[config.mk]
export PLATFORM = sky130hd
export DESIGN_NAME = braced_hex_id_parser_top_flat
export DESIGN_NICKNAME = d
export VERILOG_FILES = /design/src/hdl/bhid_pkg.sv /design/src/hdl/bhid_stream_if.sv /design/src/hdl/bhid_in_reg.sv /design/src/hdl/bhid_parse_core.sv /design/src/hdl/bhid_out_reg.sv /design/src/hdl/braced_hex_id_parser_top.sv /design/src/flat_wrapper.sv
export VERILOG_INCLUDE_DIRS = /design/src /design/src/hdl
export SDC_FILE = /design/constraint.sdc
export NUM_CORES = 1
export LEC_CHECK = 0
export BUFFER_PORTS_ARGS = -buffer_cell sky130_fd_sc_hd__buf_2
export CAP_MARGIN = 20
export CORE_MARGIN = 2
export CORE_UTILIZATION = 55
export CTS_BUF_LIST = sky130_fd_sc_hd__clkbuf_16
export DETAILED_ROUTE_END_ITERATION = 10
export PLACE_DENSITY = 0.72
export SYNTH_ARGS = -nofsm -noshare
export SYNTH_HDL_FRONTEND = slang
export SYNTH_SLANG_ARGS = --single-unit
[constraint.sdc]
create_clock -name clk -period 14.51 [get_ports clk]
set_clock_uncertainty 0.1 [all_clocks]
set_input_delay 1.451 -clock clk [delete_from_list [all_inputs] [get_ports clk]]
set_output_delay 1.451 -clock clk [all_outputs]
set_load 0.03 [all_outputs]
[src/hdl/braced_hex_id_parser_top_defines.svh]
// ----------------------------------------------------------------------------
// Braced hex id parser assertion macros
// Shared property shorthands for the concurrent checks of the parser.
// ----------------------------------------------------------------------------
`ifndef BRACED_HEX_ID_PARSER_TOP_DEFINES_SVH
`define BRACED_HEX_ID_PARSER_TOP_DEFINES_SVH

// Same-cycle implication, disabled while reset is asserted.
`define BHID_ASSERT_SAME(label, clk, rst_n, cond, expr) \
    label: assert property (@(posedge clk) disable iff (!rst_n) (cond) |-> (expr)) \
        else $error("bhid same-cycle check failed");

// Next-cycle implication, disabled while reset is asserted.
`define BHID_ASSERT_NEXT(label, clk, rst_n, cond, expr) \
    label: assert property (@(posedge clk) disable iff (!rst_n) (cond) |=> (expr)) \
        else $error("bhid next-cycle check failed");

`endif

[src/hdl/bhid_pkg.sv]
`timescale 1ns / 1ps
// ----------------------------------------------------------------------------
// Braced hex id parser package
// Word types, character and position constants and the hex digit decoder.
// ----------------------------------------------------------------------------
package bhid_pkg;

    // Characters of the braced format.
    localparam logic [7:0] CHAR_NUL    = 8'h00;
    localparam logic [7:0] CHAR_LBRACE = 8'h7B;
    localparam logic [7:0] CHAR_DASH   = 8'h2D;
    localparam logic [7:0] CHAR_RBRACE = 8'h7D;
    localparam logic [7:0] CHAR_DIG_0  = 8'h30;
    localparam logic [7:0] CHAR_DIG_9  = 8'h39;
    localparam logic [7:0] CHAR_LC_A   = 8'h61;
    localparam logic [7:0] CHAR_LC_F   = 8'h66;
    localparam logic [7:0] CHAR_UC_A   = 8'h41;
    localparam logic [7:0] CHAR_UC_F   = 8'h46;

    // Character positions within the identifier.
    localparam int          POS_W       = 5;
    localparam logic [4:0]  POS_LBRACE  = 5'd0;
    localparam logic [4:0]  POS_LAST_HI = 5'd8;
    localparam logic [4:0]  POS_DASH    = 5'd9;
    localparam logic [4:0]  POS_RBRACE  = 5'd18;
    localparam logic [4:0]  FULL_LENGTH = 5'd19;

    // Letters a..f and A..F have low nibble 1..6, which maps to 10..15.
    localparam logic [3:0]  LETTER_OFS  = 4'd9;

    typedef struct packed {
        logic [7:0] char_byte;
    } char_word_t;

    typedef struct packed {
        logic [31:0] first_word;
        logic [31:0] second_word;
        logic        ok;
    } id_word_t;

    typedef struct packed {
        logic       valid;
        logic [3:0] value;
    } hex_digit_t;

    // Decode one ASCII character as a hex digit.
    function automatic hex_digit_t hex_decode(input logic [7:0] c);
        hex_digit_t d;
        d.valid = 1'b0;
        d.value = c[3:0];
        if (c >= CHAR_DIG_0 && c <= CHAR_DIG_9)
        begin
            d.valid = 1'b1;
        end
        else if ((c >= CHAR_LC_A && c <= CHAR_LC_F) ||
                 (c >= CHAR_UC_A && c <= CHAR_UC_F))
        begin
            d.valid = 1'b1;
            d.value = c[3:0] + LETTER_OFS;
        end
        return d;
    endfunction

endpackage

[src/hdl/bhid_stream_if.sv]
`timescale 1ns / 1ps
// ----------------------------------------------------------------------------
// Braced hex id stream interface
// Valid/ready channel that carries one word of the given payload type.
// ----------------------------------------------------------------------------
interface bhid_stream_if #(
    parameter type payload_t = logic [7:0]
);
    logic     valid;
    logic     ready;
    payload_t payload;

    modport source (output valid, output payload, input ready);
    modport sink   (input valid, input payload, output ready);
endinterface

[src/hdl/bhid_in_reg.sv]
`timescale 1ns / 1ps
// ----------------------------------------------------------------------------
// Braced hex id input register
// Holds one accepted character word until the parse core takes it.
// ----------------------------------------------------------------------------
module bhid_in_reg (
    input  logic                 clk,
    input  logic                 rst_n,
    input  logic                 in_valid,
    output logic                 in_ready,
    input  bhid_pkg::char_word_t in_word,
    output logic                 held_valid,
    output bhid_pkg::char_word_t held_word,
    input  logic                 take
);

    logic                 valid_reg;
    logic                 valid_next;
    bhid_pkg::char_word_t word_reg;

    // The slot is free when empty or when its word leaves this cycle.
    assign in_ready   = !valid_reg || take;
    assign valid_next = (in_valid && in_ready) || (valid_reg && !take);

    always_ff @(posedge clk or negedge rst_n)
    begin
        if (!rst_n)
        begin
            valid_reg <= 1'b0;
        end
        else
        begin
            valid_reg <= valid_next;
        end
    end

    // Payload register loads on every accepted word.
    always_ff @(posedge clk)
    begin
        if (in_valid && in_ready)
        begin
            word_reg <= in_word;
        end
    end

    assign held_valid = valid_reg;
    assign held_word  = word_reg;

endmodule

[src/hdl/bhid_parse_core.sv]
`timescale 1ns / 1ps
`include "braced_hex_id_parser_top_defines.svh"
// ----------------------------------------------------------------------------
// Braced hex id parse core
// Position counter, two hex accumulators and the sticky failure flag; on the
// terminating zero byte it forms the result word and returns to start.
// ----------------------------------------------------------------------------
module bhid_parse_core (
    input  logic                 clk,
    input  logic                 rst_n,
    input  logic                 held_valid,
    input  bhid_pkg::char_word_t held_word,
    input  logic                 out_free,
    output logic                 take,
    output logic                 res_valid,
    output bhid_pkg::id_word_t   res_word
);

    logic [bhid_pkg::POS_W-1:0] position_reg;
    logic [bhid_pkg::POS_W-1:0] position_next;
    logic [31:0]                first_acc_reg;
    logic [31:0]                first_acc_next;
    logic [31:0]                second_acc_reg;
    logic [31:0]                second_acc_next;
    logic                       failed_reg;
    logic                       failed_next;

    logic                       is_term;
    logic                       good;
    bhid_pkg::hex_digit_t       digit;

    // A character without a result always moves on; the terminator needs room.
    assign is_term   = (held_word.char_byte == bhid_pkg::CHAR_NUL);
    assign take      = held_valid && (!is_term || out_free);
    assign res_valid = take && is_term;
    assign digit     = bhid_pkg::hex_decode(held_word.char_byte);

    // Result word for the terminator.
    assign good                 = !failed_reg && (position_reg == bhid_pkg::FULL_LENGTH);
    assign res_word.first_word  = good ? first_acc_reg : 32'd0;
    assign res_word.second_word = good ? second_acc_reg : 32'd0;
    assign res_word.ok          = good;

    // Per-character state update.
    always_comb
    begin
        position_next   = position_reg;
        first_acc_next  = first_acc_reg;
        second_acc_next = second_acc_reg;
        failed_next     = failed_reg;
        if (take)
        begin
            priority if (is_term)
            begin
                position_next   = '0;
                first_acc_next  = 32'd0;
                second_acc_next = 32'd0;
                failed_next     = 1'b0;
            end
            else if (position_reg >= bhid_pkg::FULL_LENGTH)
            begin
                failed_next   = 1'b1;
                position_next = bhid_pkg::FULL_LENGTH;
            end
            else
            begin
                position_next = position_reg + 5'd1;
                priority if (position_reg == bhid_pkg::POS_LBRACE)
                begin
                    if (held_word.char_byte != bhid_pkg::CHAR_LBRACE)
                    begin
                        failed_next = 1'b1;
                    end
                end
                else if (position_reg == bhid_pkg::POS_DASH)
                begin
                    if (held_word.char_byte != bhid_pkg::CHAR_DASH)
                    begin
                        failed_next = 1'b1;
                    end
                end
                else if (position_reg == bhid_pkg::POS_RBRACE)
                begin
                    if (held_word.char_byte != bhid_pkg::CHAR_RBRACE)
                    begin
                        failed_next = 1'b1;
                    end
                end
                else if (!digit.valid)
                begin
                    failed_next = 1'b1;
                end
                else if (position_reg <= bhid_pkg::POS_LAST_HI)
                begin
                    first_acc_next = {first_acc_reg[27:0], digit.value};
                end
                else
                begin
                    second_acc_next = {second_acc_reg[27:0], digit.value};
                end
            end
        end
    end

    always_ff @(posedge clk or negedge rst_n)
    begin
        if (!rst_n)
        begin
            position_reg   <= '0;
            first_acc_reg  <= 32'd0;
            second_acc_reg <= 32'd0;
            failed_reg     <= 1'b0;
        end
        else
        begin
            position_reg   <= position_next;
            first_acc_reg  <= first_acc_next;
            second_acc_reg <= second_acc_next;
            failed_reg     <= failed_next;
        end
    end

    // The position counter saturates at the full identifier length.
    `BHID_ASSERT_SAME(a_pos_range, clk, rst_n, 1'b1, position_reg <= bhid_pkg::FULL_LENGTH)
    // A terminator returns the parser to its start state.
    `BHID_ASSERT_NEXT(a_term_restart, clk, rst_n, res_valid, position_reg == '0 && !failed_reg)
    // A character past the closing brace marks the string as bad.
    `BHID_ASSERT_NEXT(a_late_char_fails, clk, rst_n,
        take && !is_term && position_reg == bhid_pkg::FULL_LENGTH, failed_reg)
    // The failure flag holds until the terminator is taken.
    `BHID_ASSERT_NEXT(a_failed_sticky, clk, rst_n, failed_reg && !res_valid, failed_reg)

endmodule

[src/hdl/bhid_out_reg.sv]
`timescale 1ns / 1ps
// ----------------------------------------------------------------------------
// Braced hex id output register
// Holds one result word until the downstream side takes it.
// ----------------------------------------------------------------------------
module bhid_out_reg (
    input  logic               clk,
    input  logic               rst_n,
    input  logic               res_valid,
    input  bhid_pkg::id_word_t res_word,
    output logic               out_free,
    output logic               out_valid,
    input  logic               out_ready,
    output bhid_pkg::id_word_t out_word
);

    logic               valid_reg;
    logic               valid_next;
    bhid_pkg::id_word_t word_reg;

    // Room for a new word when empty or when the held word leaves now.
    assign out_free   = !valid_reg || out_ready;
    assign valid_next = res_valid || (valid_reg && !out_ready);

    always_ff @(posedge clk or negedge rst_n)
    begin
        if (!rst_n)
        begin
            valid_reg <= 1'b0;
        end
        else
        begin
            valid_reg <= valid_next;
        end
    end

    // Payload register loads on every new result.
    always_ff @(posedge clk)
    begin
        if (res_valid)
        begin
            word_reg <= res_word;
        end
    end

    assign out_valid = valid_reg;
    assign out_word  = word_reg;

endmodule

[src/hdl/braced_hex_id_parser_top.sv]
`timescale 1ns / 1ps
// ----------------------------------------------------------------------------
// Braced hex id parser top level
// Checks a "{xxxxxxxx-xxxxxxxx}" identifier one character per word and
// returns both 32-bit hex values with an ok flag on the zero terminator.
// ----------------------------------------------------------------------------
// The block takes one character word per clock cycle, save a terminator held
// back for room in the result register: each character is registered, then
// parsed by the position counter and accumulator update, which sets the rate
// of one character per cycle. Only the zero byte produces a result word, which
// goes into the result register that drives id_out. A result waiting on id_out
// does not stop the block from taking further characters; only a second
// terminator waits until the first result has been taken. A malformed string,
// including an empty, short or overlong one, gives zero words with ok low.
module braced_hex_id_parser_top (
    input  logic           clk,
    input  logic           rst_n,
    bhid_stream_if.sink    char_in,
    bhid_stream_if.source  id_out
);

    logic                 held_valid;
    bhid_pkg::char_word_t held_word;
    logic                 take;
    logic                 out_free;
    logic                 res_valid;
    bhid_pkg::id_word_t   res_word;

    // Input register.
    bhid_in_reg u_in_reg (
        .clk        (clk),
        .rst_n      (rst_n),
        .in_valid   (char_in.valid),
        .in_ready   (char_in.ready),
        .in_word    (char_in.payload),
        .held_valid (held_valid),
        .held_word  (held_word),
        .take       (take)
    );

    // Parser state and result logic.
    bhid_parse_core u_parse_core (
        .clk        (clk),
        .rst_n      (rst_n),
        .held_valid (held_valid),
        .held_word  (held_word),
        .out_free   (out_free),
        .take       (take),
        .res_valid  (res_valid),
        .res_word   (res_word)
    );

    // Result register.
    bhid_out_reg u_out_reg (
        .clk       (clk),
        .rst_n     (rst_n),
        .res_valid (res_valid),
        .res_word  (res_word),
        .out_free  (out_free),
        .out_valid (id_out.valid),
        .out_ready (id_out.ready),
        .out_word  (id_out.payload)
    );

endmodule

[src/flat_wrapper.sv]
// flat-port wrapper written by rule: the top's interface ports become plain ports
module braced_hex_id_parser_top_flat 
  (clk, rst_n, char_in_valid, char_in_payload, char_in_ready, id_out_valid, id_out_payload, id_out_ready);
  bhid_stream_if #(.payload_t(bhid_pkg::char_word_t)) char_in_i ();
  bhid_stream_if #(.payload_t(bhid_pkg::id_word_t)) id_out_i ();
  input  logic clk;
  input  logic rst_n;
  input wire logic [$bits(char_in_i.valid)-1:0] char_in_valid;
  input wire logic [$bits(char_in_i.payload)-1:0] char_in_payload;
  output wire logic [$bits(char_in_i.ready)-1:0] char_in_ready;
  output wire logic [$bits(id_out_i.valid)-1:0] id_out_valid;
  output wire logic [$bits(id_out_i.payload)-1:0] id_out_payload;
  input wire logic [$bits(id_out_i.ready)-1:0] id_out_ready;
  assign char_in_i.valid = char_in_valid;
  assign char_in_i.payload = char_in_payload;
  assign char_in_ready = char_in_i.ready;
  assign id_out_valid = id_out_i.valid;
  assign id_out_payload = id_out_i.payload;
  assign id_out_i.ready = id_out_ready;
  braced_hex_id_parser_top u_core (.clk(clk), .rst_n(rst_n), .char_in(char_in_i), .id_out(id_out_i));
endmodule
---- Word level (Yosys, flattened, before mapping) ----
Cells that the tools add are included.
Widths: inputs -> output; s select.
cells by class
  $add $sub $neg .......................... 2
  $lt $le $gt $ge ......................... 8
  equal/unequal tests ..................... 15
  muxes and demuxes ....................... 28
  reductions and logical operators ........ 28
operators by type and width
  kind                 number
  $mux 32              14
  $ge 8x7->1 const B   2
  $le 8x7->1 const B   2
  $ne 8x7->1 const B   2
  $mux 5               3
  $reduce_and 7->1     2
  $eq 5x5->1 const B   2
  $mux 1               10
  $ne 2x2->1 const B   5
  $logic_and 1x1->1    9
  $ge 8x6->1 const B   1
  $le 8x6->1 const B   1
  $logic_not 8->1      1
  $ne 8x6->1 const B   1
  $logic_not 1->1      6
  $logic_or 1x1->1     6
  $ne 6x2->1 const B   1
  $ne 6x5->1 const B   1
  $add 5x1->5 const B  1
  $eq 5x4->1 const B   1
  $ge 5x5->1 const B   1
  $le 5x4->1 const B   1
  $logic_not 5->1      1
  $ne 5x4->1 const B   1
  other kinds (5)      6
storage, ports and cells
  register bits after elaboration ......... 145
  bits of input ports ..................... 12
  logic and storage cells ................. 91

---- Logic depth before layout (Yosys ltp) ----
  depth after elaboration ................. 12
  mapped depth ............................ 9
  depth with buffers taken out ............ 7

---- Hierarchy ----
A second synthesis with hierarchy kept.
unflattened totals
  cells, all modules ...................... 514
  area total of the unflattened synthesis .. 6288.5 µm²
by module, submodules not included
  module           times used  cells each  area each (µm²)
  bhid_parse_core  1           434         3995.1
  bhid_out_reg     1           68          1999.4
  bhid_in_reg      1           12          294.0

---- Worst setup path before layout ----
Ideal clock, no wire load.
  path type ............................... input to register
  start ................................... in id_out_ready
  end ..................................... reg u_core.u_parse_core.first_acc_reg[24]
  library setup time ...................... 121 ps
  data arrival time ....................... 5068 ps
  slack ................................... 9222 ps
  stages on the path ...................... 6
  path buffers ............................ 1
  cells stage by stage .................... nand2b_1 -> o31ai_4 -> nor2_1 -> a21oi_2 -> buf_2 -> a22o_1
between the ends
  cells in the longest elaborated chain, start to end .. 4
ends and longest elaborated chain
  what                        RTL line                RTL
  start: declaration          flat_wrapper.sv:13      input wire logic [$bits(id_out_i.ready)-1:0] id_out_ready;
  $logic_or 1x1->1            bhid_out_reg.sv:22      assign out_free = !valid_reg || out_ready;
  $logic_or 1x1->1            bhid_parse_core.sv:34   assign take = held_valid && (!is_term || out_free);
  $logic_and 1x1->1           bhid_parse_core.sv:34
  $reduce_and 7->1 (no line)  -
  end signal: assignment      bhid_parse_core.sv:117  first_acc_reg <= first_acc_next;
  end: declaration            bhid_parse_core.sv:21   logic [31:0] first_acc_reg;
No other way between the ends.
A chain may end at the register's enable or synchronous reset.

---- Worst setup path in the final report ----
  start ................................... reg u_core.u_in_reg.word_reg (netlist bit u_core.u_in_reg.held_word[0])
  end ..................................... out char_in_ready
between the ends
  cells in the longest elaborated chain, start to end .. 5
ends and longest elaborated chain
  what                      RTL line               RTL
  start: declaration        bhid_in_reg.sv:19      bhid_pkg::char_word_t word_reg;
  start signal: assignment  bhid_in_reg.sv:42      word_reg <= in_word;
  $logic_not 8->1           bhid_parse_core.sv:33  assign is_term = (held_word.char_byte == bhid_pkg::CHAR_NUL);
  $logic_not 1->1           bhid_parse_core.sv:34
  $logic_or 1x1->1          bhid_parse_core.sv:34
  $logic_and 1x1->1         bhid_parse_core.sv:34
  $logic_or 1x1->1          bhid_in_reg.sv:22      assign in_ready = !valid_reg || take;
  end: declaration          flat_wrapper.sv:10     output wire logic [$bits(char_in_i.ready)-1:0] char_in_ready;
No other way between the ends.

==> qor.yml <==
run_status:
  status: "finished, final reports clean"
die:
  die_h_um: 110.3
  ioPinCount: 79
  fp.dieW_um: 110.3
  start_util_pct: 56.80
  die_area_um2: 12160
  rows: 38
  core_area_um2: 10940
global_routing:
  grt_pass1_wl_um: 20340
  gr-total-overflow: 0
  grt_pass1_vias: 4150
  grt_max_degree: 73
  grt_use_total_pct: 22.17
  antenna_found_initial: 0
route:
  antenna_left: 0
  drtIter0Drc: 296
  routed_wl_um: 12360
  drc: 0
  wl_per_cell_um: 17.14
  drt_pass1_iterations: 5
  via_per_inst: 5.903
  vias: 4256
logic_synthesis:
  syn-num-nets: 520
  synth_top_flop_cell: "edfxtp_1"
  avgSynthCellArea_um2: 12.42
  synth_edf_count: 73
  ys_warn_count: 0
  synth_cells: 500
  syn_area_um2: 6211
  yosysTopAreaCellShare_pct: 35.29
  synth_cell_type_count: 49
  synth-seq-cells: 145
  synthArstFlopShare_pct: 49.66
  seq_area_frac_synth_pct: 64.30
  synth_top_cell_by_area: "edfxtp_1"
  yosys-top-cells-area: "edfxtp_1 (35%), dfrtp_1 (29%), o211ai_1 (7.7%)"
clocking:
  postCtsHoldBufs: 0
  cts_resized: 0
  cts_tree: "built"
  cts_root_buf: "clkbuf_16"
  clock_sink_count: 145
  path_clk_slew_ns: 0.06
  cts_buffers: 17
  cts_buffer_depth: 2
  cts_setup_buffers: 0
  htree_levels: 4
  insertion_delay_ns: 0.42
placed_design:
  dp_hpwl_um: 7438
  io_buffers: 78
  place_ws_ns: 10.69
  place_congestion: 0.7785
  placed_area_um2: 6673
cells_and_area:
  largest_reg_flops: 65
  fill_cells: 802
  fin_nets: 588
  final_area_um2: 7362
  n_antenna_cell: 0
  register_area_um2: 3994
  final_cell_mix: "buf_2 (78), edfxtp_1 (73), dfrtp_1 (72)"
  drive_gt1_share_pct: 21.86
  areaGrowthSynthToFinish_pct: 18.53
  multi_input_area_um2: 1926
  final_common_cell: "buf_2"
sta:
  setup_viol: 0
  period_share_pct: 27.73
  rsz0062_at_grt: "false"
  setup_ws_ns: 10.49
  finalHoldViolations: 0
  tns_ns: 0
  max_slew_margin_pct: 30.81
  fmax_mhz: 248.5
  final_max_slew_viol_count: 0
  fin_crit_ns: 4.024
  hold_ws_ns: 0.3995
  worst_pin_slew_ns: 1.038
setup_path:
  path_class: "flop to output port"
  endpoint_kind: "output port"
  cp.required_ns: 12.96
  cp_slowest_cell: "or4b_4"
  slowest_delay_ns: 0.48
  cp.arrival_ns: 2.47
  cp-start-kind: "flop"
  worstPathCellList: "inv_1 > ha_1 > or4b_4 > nor2_1 > nand4b_1 > buf_2"
  worstPathMaxFanout: 8
  crit_buf_inv: 2
  critPathTopFamily: "simple AND/OR/NAND/NOR gates"
power:
  power_leakage_nw: 3.209
  totalPowerFinal_mw: 1.084
  peakVddDrop_mv: 0.08590
  powerDensity_nw_per_um2: 147.3
run:
  maxCapViolCount: 0
hold_path:
  hp-class: "flop to flop"
==> logic make-up after synthesis <==
kind of cell / synth area share (%)
and+or+nand+nor: 13.09
xor gates and xnor gates: 0.4231
AOI/OAI and AO/OA: 15.33
muxes: 0.3425
adders and majority gates: 1.612
DFF: 64.30
buffers and inverters: 4.895
==> per-stage QoR <==
stage / utilization [%] / std cells
6_report: 67.32 / 721
5_1_grt: 67.32 / 721
4_1_cts: 66.68 / 718
3_5_place_dp: 61.02 / 686
3_3_place_gp: 61.02 / 686
2_1_floorplan: - / 500
==> final timing paths <==
| path | startpoint | depth (start not counted) | end | slack [ns] |
|---|---|---|---|---|
| min in group asynchronous | rst_n | 2 | u_core.u_parse_core.first_acc_reg[11] | 1.13 |
| min reg2reg | u_core.u_parse_core.first_acc_reg[28] | 1 | u_core.u_parse_core.first_acc_reg[28] | 0.40 |
| max in group asynchronous | rst_n | 2 | u_core.u_parse_core.second_acc_reg[2] | 12.55 |
| max reg2reg | u_core.u_in_reg.held_word[0] | 6 | u_core.u_out_reg.out_word[1] | 11.29 |
| max | u_core.u_in_reg.held_word[0] | 6 | char_in_ready | 10.49 |
| min | u_core.u_parse_core.first_acc_reg[28] | 1 | u_core.u_parse_core.first_acc_reg[28] | 0.40 |
==> routing by layer <==
metal / global-route usage, % / part of all wire [%] / wire, µm
met1: 30.00 / 44 / 5395
met2: 34.66 / 50 / 6177
met3: 6.643 / 5.0 / 622
met4: 7.232 / 1.3 / 163
met5: 0 / 0 / 0
==> Yosys cell counts (all sizes together) (2+ instances only) <==
library cell   n
o21bai         2
xnor2          2
a21o           2
inv           34
ha             8
nor2           5
nand2         43
a21oi          5
nand3          4
clkbuf        27
or4b           2
nor2b          2
buf           13
o21ai         10
nand2b         6
nand4          2
and3           2
nor3           2
or3            4
o211ai        64
nand4b         2
nor4          29
edfxtp        73
a22o          29
and2          37
dfrtp         72
==> power breakdown <==
part / total (mW) / switching (mW) / leakage (nW) / internal [mW]
combinational: 0.165 / 0.108 / 1.41 / 0.0566
sequential: 0.469 / 0.0136 / 1.50 / 0.455
clock: 0.450 / 0.164 / 0.299 / 0.286
total: 1.08 / 0.286 / 3.21 / 0.798
==> cell type report <==
class                           count  share of cell area (%)
Sequential cell                   145                   54.25
Tap cell                          140                   2.379
Inverter                           34                   1.734
Clock inverter                     15                   2.634
Multi-Input combinational cell    281                   26.16
Clock buffer                       17                   5.778
Timing Repair Buffer               89                   7.070
No activity file was read; power rests on OpenSTA's default activity.
